--- src/rtl/core/sli_pkg.sv ---
`timescale 1ns / 1ps
`default_nettype none

package sli_pkg;

   localparam int CAPACITY = 16;
   localparam int IDX_W    = $clog2(CAPACITY);
   localparam int CNT_W    = $clog2(CAPACITY + 1);

   localparam logic [1:0] CMD_INSERT = 2'd0;
   localparam logic [1:0] CMD_REMOVE = 2'd1;
   localparam logic [1:0] CMD_DUMP   = 2'd2;

   localparam logic [1:0] STAT_OK     = 2'd0;
   localparam logic [1:0] STAT_FULL   = 2'd1;
   localparam logic [1:0] STAT_EMPTY  = 2'd2;
   localparam logic [1:0] STAT_ABSENT = 2'd3;

   typedef struct packed {
      logic [1:0]          command;
      logic signed [31:0]  value;
   } sli_req_type;

   typedef struct packed {
      logic [1:0]          status;
      logic signed [31:0]  entry_value;
      logic [3:0]          position;
      logic [4:0]          entry_count;
      logic                last;
   } sli_rsp_type;

   typedef struct packed {
      logic                wr_en;
      logic [IDX_W-1:0]    wr_addr;
      logic [31:0]         wr_data;
      logic [IDX_W-1:0]    rd_addr;
   } sli_store_req_type;

   typedef enum logic [4:0] {
      ST_IDLE = 5'b00001,
      ST_INS  = 5'b00010,
      ST_PUT  = 5'b00100,
      ST_RMV  = 5'b01000,
      ST_DUMP = 5'b10000
   } sli_state_type;

endpackage

`default_nettype wire

--- src/rtl/core/sorted_list_insert_delete.sv ---
`timescale 1ns / 1ps
`default_nettype none

// Channel  Ports                        Handshake
// request  start, busy, req_item        beat taken when start && !busy
// result   rsp_strobe, rsp_item         beat valid for one cycle, never held off
//
// Insert walks the list from the top down, one entry per cycle, moving each entry
// not below the new value up one slot.
// Remove scans up from slot 0 and closes the gap behind the match.
// Dump gives one result per cycle; one store read per cycle sets all.
// Reset clears the entry count and the sequencer; stored entries keep old contents.
// busy stays high while a command walks the store; results cannot be stalled.

module sorted_list_insert_delete (
   input  wire logic                 clock,
   input  wire logic                 reset,
   input  wire logic                 start,
   output logic                      busy,
   input  wire sli_pkg::sli_req_type req_item,
   output logic                      rsp_strobe,
   output sli_pkg::sli_rsp_type      rsp_item
);
   import sli_pkg::*;

   sli_state_type     state_ff, state_in;
   logic [IDX_W-1:0]  idx_ff, idx_in;
   logic [CNT_W-1:0]  count_ff, count_in;
   logic              found_ff, found_in;
   logic [31:0]       val_ff, val_in;
   logic              strobe_ff, strobe_in;
   sli_rsp_type       rsp_ff, rsp_in;
   sli_store_req_type store_req;
   logic [31:0]       rd_data_ff;
   logic              at_top;
   logic              match;

   sli_store u_store (
      .clock      (clock),
      .store_req  (store_req),
      .rd_data_ff (rd_data_ff)
   );

   assign at_top = (CNT_W'(idx_ff) + CNT_W'(1)) == count_ff;
   assign match  = rd_data_ff == val_ff;

   always_comb begin
      state_in          = state_ff;
      idx_in            = idx_ff;
      count_in          = count_ff;
      found_in          = found_ff;
      val_in            = val_ff;
      strobe_in         = 1'b0;
      rsp_in            = '0;
      store_req.wr_en   = 1'b0;
      store_req.wr_addr = idx_ff + IDX_W'(1);
      store_req.wr_data = rd_data_ff;
      store_req.rd_addr = idx_ff;

      case (state_ff)
         ST_IDLE: begin
            if (start) begin
               val_in   = req_item.value;
               found_in = 1'b0;
               case (req_item.command)
                  CMD_INSERT: begin
                     if (count_ff >= CNT_W'(CAPACITY)) begin
                        strobe_in          = 1'b1;
                        rsp_in.status      = STAT_FULL;
                        rsp_in.entry_count = 5'(count_ff);
                        rsp_in.last        = 1'b1;
                     end else if (count_ff == '0) begin
                        idx_in   = '0;
                        state_in = ST_PUT;
                     end else begin
                        idx_in            = IDX_W'(count_ff - CNT_W'(1));
                        store_req.rd_addr = IDX_W'(count_ff - CNT_W'(1));
                        state_in          = ST_INS;
                     end
                  end
                  CMD_REMOVE, CMD_DUMP: begin
                     if (count_ff == '0) begin
                        strobe_in          = 1'b1;
                        rsp_in.status      = STAT_EMPTY;
                        rsp_in.entry_count = 5'(count_ff);
                        rsp_in.last        = 1'b1;
                     end else begin
                        idx_in            = '0;
                        store_req.rd_addr = '0;
                        state_in          = (req_item.command == CMD_DUMP) ? ST_DUMP : ST_RMV;
                     end
                  end
                  default: begin
                  end
               endcase
            end
         end
         ST_INS: begin
            store_req.wr_en   = 1'b1;
            store_req.wr_addr = idx_ff + IDX_W'(1);
            if ($signed(rd_data_ff) >= $signed(val_ff)) begin
               store_req.wr_data = rd_data_ff;
               if (idx_ff == '0) begin
                  state_in = ST_PUT;
               end else begin
                  idx_in            = idx_ff - IDX_W'(1);
                  store_req.rd_addr = idx_ff - IDX_W'(1);
               end
            end else begin
               store_req.wr_data  = val_ff;
               count_in           = count_ff + CNT_W'(1);
               strobe_in          = 1'b1;
               rsp_in.status      = STAT_OK;
               rsp_in.entry_count = 5'(count_in);
               rsp_in.last        = 1'b1;
               state_in           = ST_IDLE;
            end
         end
         ST_PUT: begin
            store_req.wr_en    = 1'b1;
            store_req.wr_addr  = idx_ff;
            store_req.wr_data  = val_ff;
            count_in           = count_ff + CNT_W'(1);
            strobe_in          = 1'b1;
            rsp_in.status      = STAT_OK;
            rsp_in.entry_count = 5'(count_in);
            rsp_in.last        = 1'b1;
            state_in           = ST_IDLE;
         end
         ST_RMV: begin
            store_req.wr_en   = found_ff;
            store_req.wr_addr = idx_ff - IDX_W'(1);
            store_req.wr_data = rd_data_ff;
            found_in          = found_ff | match;
            if (at_top) begin
               count_in           = found_in ? count_ff - CNT_W'(1) : count_ff;
               strobe_in          = 1'b1;
               rsp_in.status      = found_in ? STAT_OK : STAT_ABSENT;
               rsp_in.entry_count = 5'(count_in);
               rsp_in.last        = 1'b1;
               state_in           = ST_IDLE;
            end else begin
               idx_in            = idx_ff + IDX_W'(1);
               store_req.rd_addr = idx_ff + IDX_W'(1);
            end
         end
         ST_DUMP: begin
            strobe_in          = 1'b1;
            rsp_in.status      = STAT_OK;
            rsp_in.entry_value = rd_data_ff;
            rsp_in.position    = 4'(idx_ff);
            rsp_in.entry_count = 5'(count_ff);
            rsp_in.last        = at_top;
            if (at_top) begin
               state_in = ST_IDLE;
            end else begin
               idx_in            = idx_ff + IDX_W'(1);
               store_req.rd_addr = idx_ff + IDX_W'(1);
            end
         end
         default: begin
            state_in = ST_IDLE;
         end
      endcase
   end

   always_ff @(posedge clock) begin
      if (reset) begin
         state_ff  <= ST_IDLE;
         count_ff  <= '0;
         strobe_ff <= 1'b0;
         found_ff  <= 1'b0;
      end else begin
         state_ff  <= state_in;
         count_ff  <= count_in;
         strobe_ff <= strobe_in;
         found_ff  <= found_in;
      end
      idx_ff <= idx_in;
      val_ff <= val_in;
      rsp_ff <= rsp_in;
   end

   assign busy       = state_ff != ST_IDLE;
   assign rsp_strobe = strobe_ff;
   assign rsp_item   = rsp_ff;

   assert property (@(posedge clock) disable iff (reset)
      count_ff <= CNT_W'(CAPACITY))
      else $error("entry count above capacity");

   assert property (@(posedge clock) disable iff (reset)
      rsp_strobe && !rsp_item.last |-> busy)
      else $error("dump beat ended without a last marker");

   assert property (@(posedge clock) disable iff (reset)
      rsp_strobe && rsp_item.last |-> !busy)
      else $error("last beat sent while command still active");

   assert property (@(posedge clock) disable iff (reset)
      start && !busy && (req_item.command == CMD_INSERT || req_item.command == CMD_REMOVE
         || req_item.command == CMD_DUMP) |=> rsp_strobe || busy)
      else $error("command dropped");

endmodule

`default_nettype wire

--- src/rtl/core/sli_store.sv ---
`timescale 1ns / 1ps
`default_nettype none

module sli_store (
   input  wire logic                       clock,
   input  wire sli_pkg::sli_store_req_type store_req,
   output logic [31:0]                     rd_data_ff
);
   import sli_pkg::*;

   logic [31:0] mem_ff [CAPACITY];

   always_ff @(posedge clock) begin
      if (store_req.wr_en) begin
         mem_ff[store_req.wr_addr] <= store_req.wr_data;
      end
      rd_data_ff <= mem_ff[store_req.rd_addr];
   end

endmodule

`default_nettype wire
--- config.mk ---
export PLATFORM = sky130hd
export DESIGN_NAME = sorted_list_insert_delete
export DESIGN_NICKNAME = d
export VERILOG_FILES = /design/src/rtl/core/sli_pkg.sv /design/src/rtl/core/sorted_list_insert_delete.sv /design/src/rtl/core/sli_store.sv
export SDC_FILE = /design/constraint.sdc
export NUM_CORES = 1
export LEC_CHECK = 0
export ABC_CLOCK_PERIOD_IN_PS = 10030
export BUFFER_PORTS_ARGS = -buffer_cell sky130_fd_sc_hd__buf_4
export CAP_MARGIN = 5
export CORE_ASPECT_RATIO = 0.8
export CORE_MARGIN = 2
export CORE_UTILIZATION = 65
export CTS_BUF_LIST = sky130_fd_sc_hd__clkbuf_8
export CTS_CLUSTER_DIAMETER = 200
export DETAILED_ROUTE_END_ITERATION = 10
export PLACE_DENSITY = 0.83
export SLEW_MARGIN = 20
export SYNTH_ARGS = -nofsm -noshare
export SYNTH_HDL_FRONTEND = slang
export SYNTH_HIERARCHICAL = 1
export SYNTH_SLANG_ARGS = --single-unit
export TNS_END_PERCENT = 20
--- constraint.sdc ---
create_clock -name clock -period 10.03 [get_ports clock]
set_input_delay 2.006 -clock clock [delete_from_list [all_inputs] [get_ports clock]]
set_output_delay 2.006 -clock clock [all_outputs]
set_load 0.01 [all_outputs]
* After elaboration in Yosys (flattened, before gate mapping) *
Memory sizes are Yosys's and may differ from the RTL's. A register that Yosys moved wholly into a read port is not among the register bits.
Cells that the tools add are included.

storage, ports and cells
  output and inout bits = 46
  flip-flop bits (word level) = 92
  logic and storage cells = 107
  memories = 1
  input bits = 37
  RAM bits = 512

operators by class
  order comparisons = 2
  bitwise operators = 1
  multiplexer cells = 55
  eq/ne operators = 18
  add/sub/neg operators = 5
  reduce and logical (&&, ||, !) cells = 14

memory list
  memory          words  width  read ports  clocked after Yosys merged registers in  wr ports  line             RTL
  u_store.mem_ff  16     32     1           1                                        1         sli_store.sv:11  logic [31:0] mem_ff [CAPACITY];

operators with widths
  operator                                                          number
  37-bit one-hot mux with 3 select lines                            1
  5-bit 2-to-1 mux                                                  10
  4-bit 2-to-1 mux                                                  10
  32-bit == test                                                    1
  32-bit greater-or-equal comparator                                1
  32-bit 2-to-1 mux                                                 1
  6-bit 2-to-1 mux                                                  5
  5-bit one-hot mux with 3 select lines                             2
  6-bit one-hot mux with 5 select lines                             1
  4-bit one-hot mux with 3 select lines                             2
  4-bit one-hot mux with 2 select lines                             2
  6-bit one-hot mux with 2 select lines                             1
  5-bit one-hot mux with 2 select lines                             1
  1-bit 2-to-1 mux                                                  9
  3-bit != test (second input constant)                             3
  2-bit 2-to-1 mux                                                  4
  2-bit one-hot mux with 2 select lines                             2
  2-bit != test (second input constant)                             3
  6-bit AND reduction                                               1
  3-bit nonzero test                                                2
  2-bit OR reduction                                                3
  4-bit by 1-bit adder with 5-bit output (second input constant)    1
  5-bit by 1-bit adder with 5-bit output (second input constant)    1
  5-bit by 1-bit == test with 1-bit output (second input constant)  1
  25 further kinds                                                  27

* Logic depth before layout (Yosys ltp) *
Gate-level depths: netlist of the first run.

  depth in word-level cells = 6
  mapped depth = 17
  gate-level depth less buffers = 14

* Cells and area by module *
Netlist of the first run, hierarchy kept.

modules (own cells, without submodules)
  module                     times used  seq. area each (um^2)  cells an instance  area each (um^2)
  sli_store                  1           16,015.4               838                19,835.3
  sorted_list_insert_delete  1           2,202.1                609                5,282.6

* Worst setup path after synthesis of the first run *
No wires, ideal clock.

  path kind = reg-to-reg
  start = register state_ff[0]
  end = memory u_store.mem_ff[0][0], enable pin
  period minus slack after synthesis = 4.853 ns
  setup slack = 5.177 ns
  buffers on the path = 1
  arrival = 4.392 ns
  required time = 9.569 ns
  cell stages (with the launch flop) = 10
  library setup time = 0.461 ns
  path through = dfxtp_1 nor2_1 nor4bb_1 clkbuf_1 nor2_1 a31oi_1 a21oi_1 a221o_1 or3b_2 nor3_1

RTL lines
  item                      line                              RTL
  start: declaration        sorted_list_insert_delete.sv:26   sli_state_type state_ff, state_in;
  start signal: assignment  sorted_list_insert_delete.sv:174  state_ff <= state_in;
  end: declaration          sli_store.sv:11

==> metrics.txt, run 1 <==
htree depth=3; clk slew on worst S/H paths=0.06 ns; synth unique cells=67; Min Hold Slack=0.4755 ns; CP arrival=5.99 ns; max cap viols=0; critical path type=register to register; PostCTS Resize Cnt=0; Logic pwr share=33.6%; Async S/R FF share, synth=0%; fin. max-slew vios=0; synthesized area=25120 sq um; PortBufs=82; DRT Wirelength=58040 microns; io pins=83; multi-input logic area=6454 sq um; vias in the first global route=14050; first-pass GRT wire length=85660 microns; Period minus WS final=5.465 ns; DP Area=26650 sq um; Synth Net Count=1524; Pwr Density=287.4 nW/um^2; gr ovfl total=0; GRT Total Usage=29.33%; commonest non-fill, non-tap cells in the layout=edfxtp_1 (548), buf_4 (140), mux4_2 (128), inv_1 (118), clkbuf_8 (107); Nets=1688; Max clock buf depth=3; RSZ-0062 raised after global routing=no; Relative slew margins=25.15%; register area share after synthesis=72.53%; Worst-Margin Slew=1.115 ns; Pint=5.517 mW; Final Hold Fails=0; critical path launch point type=register; clk sinks=636; CTS Hold Bufs=0; status=finished, final reports clean; fmax=183.0 MHz; top_reg_cell synth=edfxtp_1; DR WL/cell=26.60 microns; DRC viols=0; Yosys reg bits=636; CTS tree=done; Final Cell Area=28440 sq um; sw frac=32.51%; CTS Root Cell=clkbuf_8; Lkg Pwr=10.05 nW; Worst Skew=0.02382 ns; sequential power share=42.6%; critical path peak fanout=76; DIE HEIGHT=179.8 microns; area grow syn2layout=13.25%; ANT nets after route=0; Final Cycle Share=54.49%; Clock Power Share=23.8%; peak supply drop=0.2342 mV; Worst Setup End Kind=register; WP data required=10.55 ns; area leader, netlist=edfxtp_1; number of flops mapped to enable cells by yosys=548; Synth warnings=6; Fillers=2120; die area=40240 sq um; via count=14160; setup TNS=0 ns; Std-Cell Rows=64; total core area=38200 sq um; largest net degree at the start of global routing=128; First-pass DRT Iterations=6; Syn Inst Count=1447; die width=223.8 microns; Reg area=18220 sq um; Post-CTS Setup Repair Bufs=0; commonest non-fill, non-tap cell in the layout=edfxtp_1; antenna violations before repair=1; Initial Util=65.76%; dpl hpwl=31430 microns; total power=8.175 mW; vias per cell=6.491; Synth area leaders=edfxtp_1 (66%), mux4_2 (11%), dfxtp_1 (7.0%); worst skew pair latency=0.65 ns; Hold WC Path Type=register to register; post-synth top area share=65.51%; Inserted Diodes=0; Sw Pwr=2.658 mW; mean post-synth cell area=17.36 sq um; GP Congestion=0.9017; total CTS buffers=91; Final Setup Violations=0; First DRT Iteration DRCs=2071; fraction of layout cells with a size suffix above 1=25.37%
[routing by layer]
metal	track usage (%)	share of wire [%]	up-vias
li1	-	-	6050
met1	42.07	37	7014
met2	46.03	48	948
met3	6.064	12	149
met4	9.840	2.9	2
met5	0	0.022	-
[cell usage after synthesis, drive strengths merged (30+ instances only)]
cell,n
nand2,70
a22oi,65
a21oi,30
mux4,128
nor2,45
clkbuf,38
dfxtp,88
ha,40
o21ai,51
edfxtp,548
inv,76
and2,40
buf,33
nand3,53
[power groups by stage]
stage	sequential, mW	clock [mW]	combinational [mW]
2_1_floorplan	3.48	0	1.97
3_3_place_gp	3.53	0	2.58
3_5_place_dp	3.54	0	2.71
4_1_cts	3.48	1.96	2.72
5_1_grt	3.49	2.07	2.97
6_report	3.48	1.94	2.75
[state kept, by name (all words and copies together) (netlist names)]
name and flops:
count_ff 5, u_store/mem_ff 512, state_ff 5, idx_ff 4, found_ff 1, u_store/rd_data_ff 32
rsp_strobe 1, rsp_item 44, val_ff 32
[cells by family (layout without fill, tap and decap cells)]
group | count (synthesis) | in the layout | share of synthesized area (%)
AO/OA/AOI/OAI | 194 | 194 | 5.101
XOR/XNOR | 13 | 13 | 0.4533
adder cells (fa/ha/maj) | 40 | 40 | 1.993
buffers and inverters | 148 | 388 | 2.436
flip-flops | 636 | 636 | 72.53
multiplexers | 131 | 131 | 11.61
AND/OR/NAND/NOR | 285 | 285 | 5.883
[critical path, cell delays in order, from the launching register on]
cell,delay (ns)
edfxtp_1,0.42
inv_1,0.08
ha_1,0.33
nand4_1,0.31
a2111o_1,0.41
o211ai_1,0.28
a21o_1,0.25
xor2_1,0.18
mux2_2,0.40
o211ai_1,0.12
o21a_4,0.70
buf_4,0.94
mux4_2,0.45
a22oi_1,0.25
nand2_1,0.10
[path summary, 6_finish.rpt]
kind	from	to	slack, ns	cells after the start
min reg2reg	u_store/rd_data_ff[0]	rsp_item[10]	0.48	1
min	u_store/rd_data_ff[0]	rsp_item[10]	0.48	1
max reg2reg	val_ff[14]	u_store/rd_data_ff[13]	4.56	14
max	val_ff[14]	u_store/rd_data_ff[13]	4.56	14
[layout make-up]
| cell class | instances | area share [%] |
|---|---|---|
| clock buffers | 107 | 5.177 |
| clock inverters | 62 | 1.034 |
| well taps | 495 | 2.177 |
| multi-input cells | 663 | 22.69 |
| flip-flops and latches | 636 | 64.05 |
| inverters | 77 | 1.016 |
| repair buffers | 142 | 3.862 |
[stage by stage]
| step | util [%] | setup WS [ns] | instances |
|---|---|---|---|
| floorplan | - | 5.177 | 1447 |
| global placement | 69.76 | 4.289 | 2012 |
| detailed placement | 69.77 | 4.050 | 2012 |
| CTS | 74.40 | 4.588 | 2181 |
| global route | 74.47 | 4.302 | 2182 |
| finish | 74.47 | 4.565 | 2182 |
Note: power is estimated with default switching activity, not from simulation.
==> run 2, diff against run 1 <==
Settings changed: ABC_CLOCK_PERIOD_IN_PS 10030 to 4450, CORE_UTILIZATION 65 to 58, PLACE_DENSITY 0.83 to 0.78.
Clock period 10.03 ns to 4.45 ns, I/O delays scaled along.
==> run 2 against run 1 <==
Global-route usage is 2.3 points lower. Wire length increased by 1.8%. Die area grew 12%. First-iteration DRC count is 21% lower. Clock skew is 0.0028 ns lower. Non-clock buffer count grew 49. Largest power group unchanged.
==> metrics.txt, run 2 (synthesized netlist as in run 1, its figures left out) <==
Worst Skew=0.02105 ns (-0.002763 ns); Relative slew margins=32.58% (+7.4 points); die width=236.7 microns (+5.8%); reg-to-reg startpoint=val_ff[10]; Pwr Density=655.6 nW/um^2 (+130%); setup TNS=0 ns (unchanged); dpl hpwl=34320 microns (+9.2%); io pins=83 (unchanged); Fillers=2779 (+31%); min setup slack post-route=0.2285 ns (-4.336 ns); Reg area=18220 sq um (unchanged); Final Hold Fails=0 (unchanged); Max clock buf depth=3 (unchanged); Std-Cell Rows=68 (+6.3%); DRC viols=0 (unchanged); Worst-Margin Slew=1.009 ns (-0.1063 ns); die area=45000 sq um (+12%); DR WL/cell=25.69 microns (-3.4%); GRT Total Usage=27.00% (-2.3 points); Final Cell Area=29160 sq um (+2.5%); Nets=1739 (+3.0%); CP arrival=4.84 ns (-1.15 ns); first-pass GRT wire length=89030 microns (+3.9%); Hold WC Path Type=primary input to register; Initial Util=58.46% (-7.3 points); RSZ-0062 raised after global routing=no; Post-Route Utilization=67.87% (-6.6 points); DIE HEIGHT=190.1 microns (+5.7%); clk sinks=636 (unchanged); largest reg by FF count=u_store/mem_ff; critical path launch point type=register; fraction of layout cells with a size suffix above 1=27.34% (+2.0 points); R2R cell count=17 (+3); flop-to-flop setup slack=0.23 ns (-4.34 ns); non-filler cells, final=2301 (+5.5%); commonest non-fill, non-tap cells in the layout=edfxtp_1 (548), buf_4 (168), mux4_2 (128), inv_1 (116), clkbuf_8 (100); largest net degree at the start of global routing=49 (-62%); via count=14220 (+0.41%); fin. max-slew vios=0 (unchanged); First DRT Iteration DRCs=1628 (-21%); antenna violations before repair=0 (-1); M1 wire length=23910 microns (+10%); vias per cell=6.180 (-4.8%); commonest non-fill, non-tap cell in the layout=edfxtp_1; max FFs per register=512 (unchanged); CTS tree=done; HP Start=req_item[5]; DRT Wirelength=59110 microns (+1.8%); PortBufs=82 (unchanged); Final Setup Violations=0 (unchanged); critical path type=register to register; Min Hold Slack=0.3813 ns (-0.09418 ns); met2 routed WL=28510 microns (+2.1%); total core area=42970 sq um (+12%); Min-Delay Endpoint=val_ff[5]; peak supply drop=0.3288 mV (+40%); DP Area=27310 sq um (+2.5%); Inserted Diodes=0 (unchanged); status=finished, final reports clean; WP data required=5.07 ns (-5.48 ns); Max Used Layer=met4; multi-input logic area=6447 sq um (about the same); area grow syn2layout=16.10%; Worst Setup End Kind=register; Final Cycle Share=94.87% (+40 points); worst skew pair latency=0.68 ns (+0.03 ns); clk slew on worst S/H paths=0.06 ns (about the same); critical path peak fanout=25 (-67%); Lkg Pwr=10.36 nW (+3.1%); max cap viols=0 (unchanged); First-pass DRT Iterations=5 (-1); Placed Cells incl. Taps=2122 (+5.5%); fmax=236.9 MHz (+29%); met3 WL=5414 microns (-20%); total CTS buffers=93 (+2.2%); CTS Root Cell=clkbuf_8; GP Congestion=0.8919 (-1.1%); ANT nets after route=0 (unchanged); reg2reg end=u_store/rd_data_ff[24]; hold depth=1 (unchanged); htree depth=3 (unchanged); Period minus WS final=4.222 ns (-1.244 ns); gr ovfl total=0 (unchanged); vias in the first global route=14400 (+2.5%); pre-CTS setup slack=0.2284 ns (-3.822 ns); total power=19.12 mW (+130%)
[run 2: report_power, final]
group	internal [mW]	switching, mW	total (mW)
clock network	2.26	2.21	4.48
logic	3.07	3.78	6.85
registers	7.55	0.244	7.79
total	12.9	6.23	19.1
[run 2: critical path: stages, from the launching register on]
cell and delay (ns):
edfxtp_1 0.37, inv_1 0.07, ha_1 0.32, nand4_1 0.24
nor3_1 0.41, buf_4 0.19, nand3_2 0.07, nand2_1 0.11
a211oi_2 0.05, nor3_1 0.20, mux2_2 0.36, a21oi_1 0.20
a21oi_1 0.12, buf_4 0.16, nor2_4 0.76, buf_4 0.33
a22oi_1 0.12, nand2_1 0.08
[run 2: final cells by class]
type | instances | share of cell area (%)
clock buffer | 100 | 4.720
clock inverter | 74 | 1.403
inverter | 77 | 0.9911
multi-input combinational | 663 | 22.11
sequential | 636 | 62.47
tap | 560 | 2.403
timing repair buffer | 191 | 5.904
[run 2: worst max path at each step]
stage | from | slack [ns] | depth (start not counted) | end
after global routing | val_ff[21] | 0.003 | 17 | u_store/rd_data_ff[25]
after floorplan | state_ff[0] | -0.14 | 9 | u_store/mem_ff[4][0]
final | val_ff[10] | 0.23 | 17 | u_store/rd_data_ff[24]
after detailed placement | val_ff[21] | 0.23 | 16 | u_store/rd_data_ff[7]
after CTS | val_ff[21] | 0.21 | 16 | u_store/rd_data_ff[7]
after global placement | val_ff[22] | 0.24 | 16 | u_store/rd_data_ff[4]
[run 2: what timing repair did]
action                                  in CTS  in global routing
endpoints found under the setup margin       0                 17
gates resized for setup                      0                  0
hold buffers                                 0                  0
buffers inserted                             0                  5
[run 2: metal layers]
| layer | global-route usage (%) | up-vias |
|---|---|---|
| li1 | - | 6155 |
| met1 | 37.82 | 7234 |
| met2 | 43.45 | 737 |
| met3 | 5.456 | 95 |
| met4 | 8.471 | 0 |
| met5 | 0 | - |
